===== config.mk =====
export PLATFORM = sky130hd
export DESIGN_NAME = binary_bcd_converter_unit
export DESIGN_NICKNAME = d
export VERILOG_FILES = /design/src/rtl/core/bbc_pkg.sv /design/src/rtl/core/binary_bcd_converter_unit.sv /design/src/rtl/core/bbc_front.sv /design/src/rtl/core/bbc_queue.sv /design/src/rtl/core/bbc_back.sv
export SDC_FILE = /design/constraint.sdc
export NUM_CORES = 2
export LEC_CHECK = 0
export ABC_AREA = 1
export CORE_MARGIN = 2
export CORE_UTILIZATION = 45
export CTS_CLUSTER_DIAMETER = 80
export DETAILED_ROUTE_END_ITERATION = 10
export DONT_BUFFER_PORTS = 1
export PLACE_DENSITY = 0.62
export SKIP_LAST_GASP = 1
export SLEW_MARGIN = 20
export SYNTH_ARGS = -nofsm -noshare
export SYNTH_HDL_FRONTEND = slang
export SYNTH_HIERARCHICAL = 1
export SYNTH_SLANG_ARGS = --single-unit

===== constraint.sdc =====
create_clock -name clk -period 21 [get_ports clk]
set_input_delay 4.2 -clock clk [delete_from_list [all_inputs] [get_ports clk]]
set_output_delay 4.2 -clock clk [all_outputs]
set_load 0.01 [all_outputs]

===== src/rtl/core/bbc_pkg.sv =====
`default_nettype none

package bbc_pkg;

  localparam int DATA_W      = 32;
  localparam int PAIRS_W     = 3;
  localparam int PADDR_W     = 3;
  localparam int FIELD_PAIRS = 4;

  // Double dabble: a value that does not saturate is below 10**8 and fits 27 bits.
  localparam int DD_BITS   = 27;
  localparam int DD_STEPS  = 7;
  localparam int DD_STAGES = (DD_BITS + DD_STEPS - 1) / DD_STEPS;
  localparam int PROD_W    = 28;

  localparam logic [PAIRS_W-1:0] PAIRS_RESET = 3'd4;

  // Register index of digit_pairs, taken from paddr[2].
  localparam logic REG_DIGIT_PAIRS = 1'b0;

  localparam logic [DATA_W-1:0] PAIR_LIMIT [FIELD_PAIRS] =
    '{32'd99, 32'd9999, 32'd999999, 32'd99999999};
  localparam logic [PROD_W-1:0] PAIR_WEIGHT [FIELD_PAIRS] =
    '{28'd1, 28'd100, 28'd10000, 28'd1000000};

  typedef enum logic {
    FUNC_TO_BCD = 1'b0,
    FUNC_TO_BIN = 1'b1
  } func_t;

  typedef struct packed {
    func_t               func;
    logic                sat;
    logic                bad;
    logic [PAIRS_W-1:0]  pairs;
    logic [DATA_W-1:0]   operand;
  } cmd_t;

  typedef struct packed {
    func_t                              func;
    logic                               sat;
    logic                               bad;
    logic [PAIRS_W-1:0]                 pairs;
    logic [DATA_W-1:0]                  bcd;
    logic [DD_BITS-1:0]                 bin;
    logic [FIELD_PAIRS-1:0][PROD_W-1:0] prod;
  } stage_t;

endpackage

`default_nettype wire


===== src/rtl/core/binary_bcd_converter_unit.sv =====
// Path: an accepted transaction is written into the input queue, then passes through the
// pipeline stages up to the fourth; its result is on the output while the fourth stage holds it.
// Throughput: one transaction per cycle, sustained while results are popped.
// Reset (rst, synchronous): digit_pairs returns to 4, queue and pipeline empty.
`default_nettype none

module binary_bcd_converter_unit
  import bbc_pkg::*;
#(
  parameter int MAX_PAIRS   = 4,
  parameter int QUEUE_DEPTH = 4
) (
  input  wire logic               clk,
  input  wire logic               rst,
  input  wire logic               psel,
  input  wire logic               penable,
  input  wire logic               pwrite,
  input  wire logic [PADDR_W-1:0] paddr,
  input  wire logic [DATA_W-1:0]  pwdata,
  output logic      [DATA_W-1:0]  prdata,
  output logic                    pready,
  input  wire logic               push,
  output logic                    full,
  input  wire logic               func,
  input  wire logic [DATA_W-1:0]  operand,
  output logic                    empty,
  input  wire logic               pop,
  output logic      [DATA_W-1:0]  result,
  output logic                    saturated,
  output logic                    invalid_digit
);

  cmd_t cmd;
  logic cmd_valid;
  cmd_t head_cmd;
  logic head_valid;
  logic back_ready;

  bbc_front #(
    .MAX_PAIRS (MAX_PAIRS)
  ) u_front (
    .clk       (clk),
    .rst       (rst),
    .psel      (psel),
    .penable   (penable),
    .pwrite    (pwrite),
    .paddr     (paddr),
    .pwdata    (pwdata),
    .prdata    (prdata),
    .pready    (pready),
    .push      (push),
    .func      (func),
    .operand   (operand),
    .cmd_valid (cmd_valid),
    .cmd       (cmd)
  );

  bbc_queue #(
    .DEPTH (QUEUE_DEPTH)
  ) u_queue (
    .clk        (clk),
    .rst        (rst),
    .push       (cmd_valid),
    .push_cmd   (cmd),
    .full       (full),
    .head_valid (head_valid),
    .head_cmd   (head_cmd),
    .take       (back_ready)
  );

  bbc_back u_back (
    .clk           (clk),
    .rst           (rst),
    .in_valid      (head_valid),
    .in_cmd        (head_cmd),
    .in_ready      (back_ready),
    .empty         (empty),
    .pop           (pop),
    .result        (result),
    .saturated     (saturated),
    .invalid_digit (invalid_digit)
  );

endmodule

`default_nettype wire


===== src/rtl/core/bbc_front.sv =====
`default_nettype none

module bbc_front
  import bbc_pkg::*;
#(
  parameter int MAX_PAIRS = 4
) (
  input  wire logic               clk,
  input  wire logic               rst,
  input  wire logic               psel,
  input  wire logic               penable,
  input  wire logic               pwrite,
  input  wire logic [PADDR_W-1:0] paddr,
  input  wire logic [DATA_W-1:0]  pwdata,
  output logic      [DATA_W-1:0]  prdata,
  output logic                    pready,
  input  wire logic               push,
  input  wire logic               func,
  input  wire logic [DATA_W-1:0]  operand,
  output logic                    cmd_valid,
  output cmd_t                    cmd
);

  localparam int PAIR_TOP_RAW = (MAX_PAIRS < FIELD_PAIRS) ? MAX_PAIRS : FIELD_PAIRS;
  localparam int PAIR_TOP     = (PAIR_TOP_RAW < 1) ? 1 : PAIR_TOP_RAW;

  logic [PAIRS_W-1:0] digit_pairs;
  logic [PAIRS_W-1:0] used;
  logic [1:0]         limit_idx;
  logic [DATA_W-1:0]  masked;
  logic               bad_any;
  func_t              fsel;

  assign pready = 1'b1;
  assign prdata = (paddr[2] == REG_DIGIT_PAIRS) ? DATA_W'(digit_pairs) : '0;

  always_ff @(posedge clk) begin
    if (rst) begin
      digit_pairs <= PAIRS_RESET;
    end else if (psel && penable && pwrite && pready && paddr[2] == REG_DIGIT_PAIRS) begin
      digit_pairs <= pwdata[PAIRS_W-1:0];
    end
  end

  always_comb begin
    used = digit_pairs;
    if (used == '0) begin
      used = 3'd1;
    end
    if (used > PAIRS_W'(PAIR_TOP)) begin
      used = PAIRS_W'(PAIR_TOP);
    end
  end

  assign limit_idx = 2'(used - 3'd1);
  assign fsel      = func_t'(func);

  // Bytes above the used pairs are dropped; nibble check only on the kept ones.
  always_comb begin
    masked  = '0;
    bad_any = 1'b0;
    for (int k = 0; k < FIELD_PAIRS; k++) begin
      if (PAIRS_W'(k) < used) begin
        masked[8*k +: 8] = operand[8*k +: 8];
        if (operand[8*k+4 +: 4] > 4'd9 || operand[8*k +: 4] > 4'd9) begin
          bad_any = 1'b1;
        end
      end
    end
  end

  always_comb begin
    cmd.func    = fsel;
    cmd.pairs   = used;
    cmd.operand = masked;
    cmd.sat     = (fsel == FUNC_TO_BCD) && (operand > PAIR_LIMIT[limit_idx]);
    cmd.bad     = (fsel == FUNC_TO_BIN) && bad_any;
  end

  assign cmd_valid = push;

endmodule

`default_nettype wire


===== src/rtl/core/bbc_queue.sv =====
`default_nettype none

module bbc_queue
  import bbc_pkg::*;
#(
  parameter int DEPTH = 4
) (
  input  wire logic clk,
  input  wire logic rst,
  input  wire logic push,
  input  cmd_t      push_cmd,
  output logic      full,
  output logic      head_valid,
  output cmd_t      head_cmd,
  input  wire logic take
);

  localparam int PTR_W = (DEPTH > 1) ? $clog2(DEPTH) : 1;
  localparam int CNT_W = $clog2(DEPTH + 1);

  cmd_t             entry [DEPTH];
  logic [PTR_W-1:0] wr_ptr;
  logic [PTR_W-1:0] rd_ptr;
  logic [CNT_W-1:0] count;
  logic             do_push;
  logic             do_take;

  assign full       = (count == CNT_W'(DEPTH));
  assign head_valid = (count != '0);
  assign head_cmd   = entry[rd_ptr];
  assign do_push    = push && !full;
  assign do_take    = take && head_valid;

  always_ff @(posedge clk) begin
    if (rst) begin
      wr_ptr <= '0;
      rd_ptr <= '0;
      count  <= '0;
    end else begin
      if (do_push) begin
        wr_ptr <= (wr_ptr == PTR_W'(DEPTH - 1)) ? '0 : wr_ptr + 1'b1;
      end
      if (do_take) begin
        rd_ptr <= (rd_ptr == PTR_W'(DEPTH - 1)) ? '0 : rd_ptr + 1'b1;
      end
      if (do_push && !do_take) begin
        count <= count + 1'b1;
      end else if (do_take && !do_push) begin
        count <= count - 1'b1;
      end
    end
  end

  always_ff @(posedge clk) begin
    if (do_push) begin
      entry[wr_ptr] <= push_cmd;
    end
  end

endmodule

`default_nettype wire


===== src/rtl/core/bbc_back.sv =====
`default_nettype none

module bbc_back
  import bbc_pkg::*;
(
  input  wire logic              clk,
  input  wire logic              rst,
  input  wire logic              in_valid,
  input  cmd_t                   in_cmd,
  output logic                   in_ready,
  output logic                   empty,
  input  wire logic              pop,
  output logic      [DATA_W-1:0] result,
  output logic                   saturated,
  output logic                   invalid_digit
);

  localparam int LAST = DD_STAGES - 1;

  function automatic logic [DATA_W+DD_BITS-1:0] dd_run(
    input logic [DATA_W-1:0]  bcd_in,
    input logic [DD_BITS-1:0] bin_in,
    input int                 cnt
  );
    logic [DATA_W-1:0]  b;
    logic [DD_BITS-1:0] v;
    b = bcd_in;
    v = bin_in;
    for (int i = 0; i < DD_STEPS; i++) begin
      if (i < cnt) begin
        for (int j = 0; j < DATA_W / 4; j++) begin
          if (b[4*j +: 4] >= 4'd5) begin
            b[4*j +: 4] = b[4*j +: 4] + 4'd3;
          end
        end
        b = {b[DATA_W-2:0], v[DD_BITS-1]};
        v = {v[DD_BITS-2:0], 1'b0};
      end
    end
    return {b, v};
  endfunction

  function automatic logic [DATA_W-1:0] nines(input logic [PAIRS_W-1:0] n);
    logic [DATA_W-1:0] r;
    r = '0;
    for (int k = 0; k < FIELD_PAIRS; k++) begin
      if (PAIRS_W'(k) < n) begin
        r[8*k +: 8] = 8'h99;
      end
    end
    return r;
  endfunction

  function automatic logic [PROD_W-1:0] pair_product(input logic [7:0] byte_in, input int k);
    logic [7:0] pv;
    pv = 8'({byte_in[7:4], 3'b000}) + 8'({byte_in[7:4], 1'b0}) + 8'(byte_in[3:0]);
    return PROD_W'(PROD_W'(pv) * PAIR_WEIGHT[k]);
  endfunction

  function automatic stage_t stage_eval(input stage_t d, input int g);
    stage_t                      r;
    int                          cnt;
    logic [DATA_W+DD_BITS-1:0]   dd;
    r   = d;
    cnt = DD_BITS - g * DD_STEPS;
    if (cnt > DD_STEPS) begin
      cnt = DD_STEPS;
    end
    if (d.func == FUNC_TO_BCD) begin
      dd    = dd_run(d.bcd, d.bin, cnt);
      r.bcd = dd[DATA_W+DD_BITS-1:DD_BITS];
      r.bin = dd[DD_BITS-1:0];
      if (g == LAST && d.sat) begin
        r.bcd = nines(d.pairs);
      end
    end else begin
      if (g == 0) begin
        for (int k = 0; k < FIELD_PAIRS; k++) begin
          r.prod[k] = pair_product(d.bcd[8*k +: 8], k);
        end
      end
      if (g == 1) begin
        r.bcd = (DATA_W'(d.prod[0]) + DATA_W'(d.prod[1]))
              + (DATA_W'(d.prod[2]) + DATA_W'(d.prod[3]));
      end
    end
    return r;
  endfunction

  logic   [DD_STAGES-1:0] v;
  stage_t                 d     [DD_STAGES];
  logic   [DD_STAGES:0]   rdy;
  logic   [DD_STAGES-1:0] src_v;
  stage_t                 src_d [DD_STAGES];
  stage_t                 init;

  always_comb begin
    init.func  = in_cmd.func;
    init.sat   = in_cmd.sat;
    init.bad   = in_cmd.bad;
    init.pairs = in_cmd.pairs;
    init.bcd   = (in_cmd.func == FUNC_TO_BIN) ? in_cmd.operand : '0;
    init.bin   = in_cmd.operand[DD_BITS-1:0];
    init.prod  = '0;
  end

  // A stage takes new data when it is empty or its content moves on.
  assign rdy[DD_STAGES] = pop;

  for (genvar g = 0; g < DD_STAGES; g++) begin : g_stage
    if (g == 0) begin : g_first
      assign src_v[g] = in_valid;
      assign src_d[g] = init;
    end else begin : g_rest
      assign src_v[g] = v[g-1];
      assign src_d[g] = d[g-1];
    end

    assign rdy[g] = !v[g] || rdy[g+1];

    always_ff @(posedge clk) begin
      if (rst) begin
        v[g] <= 1'b0;
      end else if (rdy[g]) begin
        v[g] <= src_v[g];
      end
    end

    always_ff @(posedge clk) begin
      if (rdy[g] && src_v[g]) begin
        d[g] <= stage_eval(src_d[g], g);
      end
    end
  end

  assign in_ready      = rdy[0];
  assign empty         = !v[LAST];
  assign result        = d[LAST].bcd;
  assign saturated     = d[LAST].sat;
  assign invalid_digit = d[LAST].bad;

  a_flags_exclusive: assert property (@(posedge clk) disable iff (rst)
    !empty |-> !(saturated && invalid_digit))
    else $error("saturated and invalid_digit raised together");

  a_sat_nines: assert property (@(posedge clk) disable iff (rst)
    (!empty && saturated) |-> (result[7:0] == 8'h99))
    else $error("saturated result does not hold nines in the lowest pair");

  a_stall_full: assert property (@(posedge clk) disable iff (rst)
    !in_ready |-> (!empty && !pop))
    else $error("pipeline stalled without a waiting result");

endmodule

`default_nettype wire


[Yosys cells after proc, flatten, opt, wreduce, memory -nomap -nowiden]
Memories as Yosys holds them, arrays and structs flattened. A register that Yosys moved wholly into a read port is not among the register bits.
Cells that the tools add are included.
Storage, ports and cells
  register bits: 14
  bits in writable memories: 860
  bits of input ports: 75
  output and inout port bits: 69
  word-level logic and storage cells: 898
  memories: 2
Operators by class
  add/subtract/negate cells: 232
  multiply operators: 3
  magnitude comparators: 256
  equality and inequality tests: 3
  multiplexer cells: 361
  bitwise operators: 3
  reduce and logical (&&, ||, !) cells: 30
Memory list
  u_back.d: depth 4, bits a word 177, rd ports 4, clocked after memory_dff 0, wr ports 4, line bbc_back.sv:91  | stage_t d [DD_STAGES];
  u_queue.entry: depth 4, bits a word 38, rd ports 1, clocked after memory_dff 1, wr ports 1, line bbc_queue.sv:21  | cmd_t entry [DEPTH];
Operator list (number)
  32-bit 2-to-1 mux: 76
  4-bit by 3-bit greater-or-equal comparator with 1-bit output, second input constant: 216
  4-bit by 2-bit adder with 4-bit output, second input constant: 189
  4-bit 2-to-1 mux: 189
  27-bit 2-to-1 mux: 25
  59-bit 2-to-1 mux: 6
  4-bit by 32-bit < comparator with 1-bit output, first input constant: 9
  112-bit 2-to-1 mux: 2
  3-bit by 32-bit < comparator with 1-bit output, first input constant: 6
  1-bit by 32-bit < comparator with 1-bit output, first input constant: 3
  2-bit by 32-bit < comparator with 1-bit output, first input constant: 3
  3-bit 2-to-1 mux: 32
  3-bit by 2-bit adder with 3-bit output, second input constant: 27
  32-bit binary-select mux with 2-bit select: 1
  8-bit 2-to-1 mux: 8
  28-bit by 28-bit adder with 29-bit output: 2
  32-bit adder: 1
  7-bit by 5-bit adder with 8-bit output: 4
  8-bit by 4-bit adder with 8-bit output: 4
  32-bit > comparator: 1
  4-bit > comparator, second input constant: 8
  8-bit by 14-bit multiplier with 22-bit output, second input constant: 1
  8-bit by 10-bit multiplier with 18-bit output, second input constant: 1
  1-bit 2-to-1 mux: 18
  other kinds (20): 56

[Depth between registers and ports, before layout]
  depth in word-level cells: 41
  mapped depth: 52
  depth with buffers taken out: 52

[Hierarchy]
The synthesis kept the hierarchy.
Modules (own cells, without submodules)
  bbc_back: instances 1, cells an instance 4821, area each 32946.6 um^2
  bbc_queue: instances 1, cells an instance 438, area each 6139.6 um^2
  bbc_front: instances 1, cells an instance 256, area each 1461.4 um^2

[Worst setup path after synthesis]
No wires, ideal clock.
  path kind: input -> register
  from: in pop
  to: mem u_back/d[0][0] (netlist bit), enable pin
  setup time: 601 ps
  arrival: 9554 ps
  path slack: 10845 ps
  cell stages on the path: 8
  cell sequence: nor2_1 > inv_1 > nor2_1 > inv_1 > nor2_1 > inv_1 > nor2_1 > nor2_1
RTL lines
  start: declaration: line binary_bcd_converter_unit.sv:27  | input wire logic pop,
  end: declaration: line bbc_back.sv:91

==> qor.txt <==
outcome: finished clean
post-DR wirelength/cell: 13.2 um
initial drt markers: 1909
All-Layer GR Usage: 19.0%
Final Setup Violations: 0
total gr overflow: 0
hpwl dp: 70.4 mm
vias: 33400
clk slew on worst S/H paths: 0.06 ns
GPL Wtd Cong: 0.856
Residual DRC: 0
worst min-delay path category: reg -> reg
Seq/Total Area, Yosys: 30.4%
CTS H-tree lvls: 2
num rows: 110
TritonCTS buffer count: 50
nets@finish: 6124
DRT antenna net count: 0
max cap viols: 0
CTS tree: built
area growth from synthesis to layout: 7.48%
top_reg_cell synth: edfxtp_1
count of distinct cell types in the synthesized netlist: 62
max incr delay on CP: 0.61 ns
die width: 304 um
Post-synth EDFFs: 400
fmax: 114 MHz
# hold bufs at CTS: 0
Crit Path Class: reg -> reg
worst path required time: 21.49 ns
layout cells sized above 1: 5.85%
Seq cells post-synth: 416
# diodes: 0
fin. max-slew vios: 0
slew margin rel.: 32.4%
global-route wire length before repair: 146 mm
core region area: 89600 sq um
I/O pin cnt: 144
R2R Setup Slk: 12.25 ns
initial antenna violation count: 0
critical path fanouts, max: 76
Die Ht: 304 um
number of hold violations in the final report: 0
Syn. warnings: 6
largest net degree at the start of global routing: 77
die area: 92500 sq um
Synth async-reset ratio: 0%
most used cell, CP: nand2_1
Least-Margin Pin Slew: 1.01 ns
Initial Util: 45.3%
Arr. time, crit path: 9.24 ns
most frequent cells in the layout: nand2_1, inv_1, ha_1
Post-CTS Resized: 0
later-pin clock latency in the skew report: 0.64 ns
commonest non-fill, non-tap cell in the layout: nand2_1
RSZ-0062 raised after global routing: no
Worst Setup End Kind: flip-flop
crit start category: flip-flop
Clock Skew: 0.0559 ns
total setup buffers inserted after CTS: 0
Routed WL: 88.7 mm
clock tree sinks: 416
first-pass detailed-route iteration total: 7
PortBufs: 0
post-DR vias/cell: 4.97
Cells after Synth: 5515
Post-Syn Area: 40500 sq um
total negative slack: 0 ns
number of global-route vias before repair: 30500
Mean Syn Cell Area: 7.35 sq um
period utilization: 41.6%
Tmin final: 8.75 ns
slowest CP cell: a21oi_1
Max Root-Sink Buffers: 3
CTS root buf: clkbuf_16
==> worst paths after layout <==
kind                     from                to  depth (start not counted)
max                 flip-flop  u_back/d[0][111]                         49
max reg2reg         flip-flop  u_back/d[0][111]                         49
min reg2reg  u_back/d[1][175]  u_back/d[2][175]                          0
min          u_back/d[1][175]  u_back/d[2][175]                          0
==> sequential cells by signal, summed over array words and instances, names as in the netlist, named ones only <==
| register | flops |
|---|---|
| u_back/src_v | 3 |
| u_back/v | 1 |
| u_queue/entry | 152 |
| u_queue/count | 3 |
| u_queue/wr_ptr | 2 |
| u_back/d | 248 |
| u_front/digit_pairs | 3 |
| u_queue/rd_ptr | 2 |
==> cell type report <==
type	count	area (sq um)
Clock buffer	54	1270
Clock inverter	38	617
Fill cell	8745	46000
Inverter	1058	3970
Multi-Input combinational cell	3967	23800
Sequential cell	416	12300
Tap cell	1176	1470
Timing Repair Buffer	20	150
==> synthesized netlist by cell type (5+ instances only) <==
library cell	count	area, sq um
o21ai_1	77	385
nand3b_1	16	120
o21ai_2	17	149
buf_2	9	45.0
buf_4	39	293
inv_1	1036	3890
xor2_1	102	893
buf_6	8	90.1
a21oi_2	8	70.1
nand2_4	12	135
nand2_1	1345	5050
a211oi_1	5	37.5
a31oi_1	17	106
nor2_1	376	1410
o21bai_1	17	128
o22ai_1	57	357
ha_1	484	6060
a31o_2	7	61.3
edfxtp_1	400	12000
o21ai_0	374	1870
nand3_1	396	1980
dfxtp_1	16	320
nand4_1	84	526
nand3_2	17	170
o221ai_1	7	61.3
clkbuf_1	39	146
a21o_1	30	225
and2_1	59	369
nand2_2	90	563
xnor2_1	19	166
a21oi_1	166	831
xor2_2	12	195
fa_1	52	1040
o21a_1	12	90.1
or2_2	14	87.6
nor3_1	25	125
o211ai_1	16	120
inv_2	21	78.8
==> kinds of logic (layout without fill, tap and decap cells) <==
group,count (synthesis),in the layout,synth area share [%]
other,2,30,0.0185
DFF,416,416,30.4
buffers and inverters,1160,1170,11.4
and+or+nand+nor,2447,2447,26.3
adders and majority gates,536,536,17.5
xor gates and xnor gates,133,133,3.10
AOI/OAI and AO/OA,821,821,11.3
==> critical path, delay by kind of cell, from the launching register on <==
kind            cells  cell delay (ns)
flops               1             0.31
fa+ha+maj           6             1.87
compound gates     13             2.54
buf+inv            12             2.32
simple gates       18             1.45
==> layer usage <==
| layer | up-vias | GRT usage, % | routed length, um |
|---|---|---|---|
| met3 | 137 | 2.25 | 3440 |
| met4 | 0 | 6.66 | 3180 |
| li1 | 17900 | - | - |
| met2 | 473 | 32.4 | 40700 |
| met1 | 14900 | 24.9 | 41400 |
| met5 | - | 0 | 0 |
==> through the flow <==
| stage | hold slack [ns] | setup WS (ns) | util [%] | instances | instance area, sq um |
|---|---|---|---|---|---|
| floorplan | 0.400 | 10.84 | - | 5543 | 40700 |
| global placement | 0.402 | 12.40 | 46.5 | 6637 | 41700 |
| detailed placement | 0.406 | 12.34 | 46.5 | 6637 | 41700 |
| finish | 0.421 | 12.25 | 48.6 | 6729 | 43600 |
| global route | 0.437 | 11.35 | 48.6 | 6729 | 43600 |
| CTS | 0.420 | 12.30 | 48.6 | 6729 | 43600 |
Power is not shown: default switching activity piles up to over one toggle a cycle in this logic, so the estimate is an artifact.
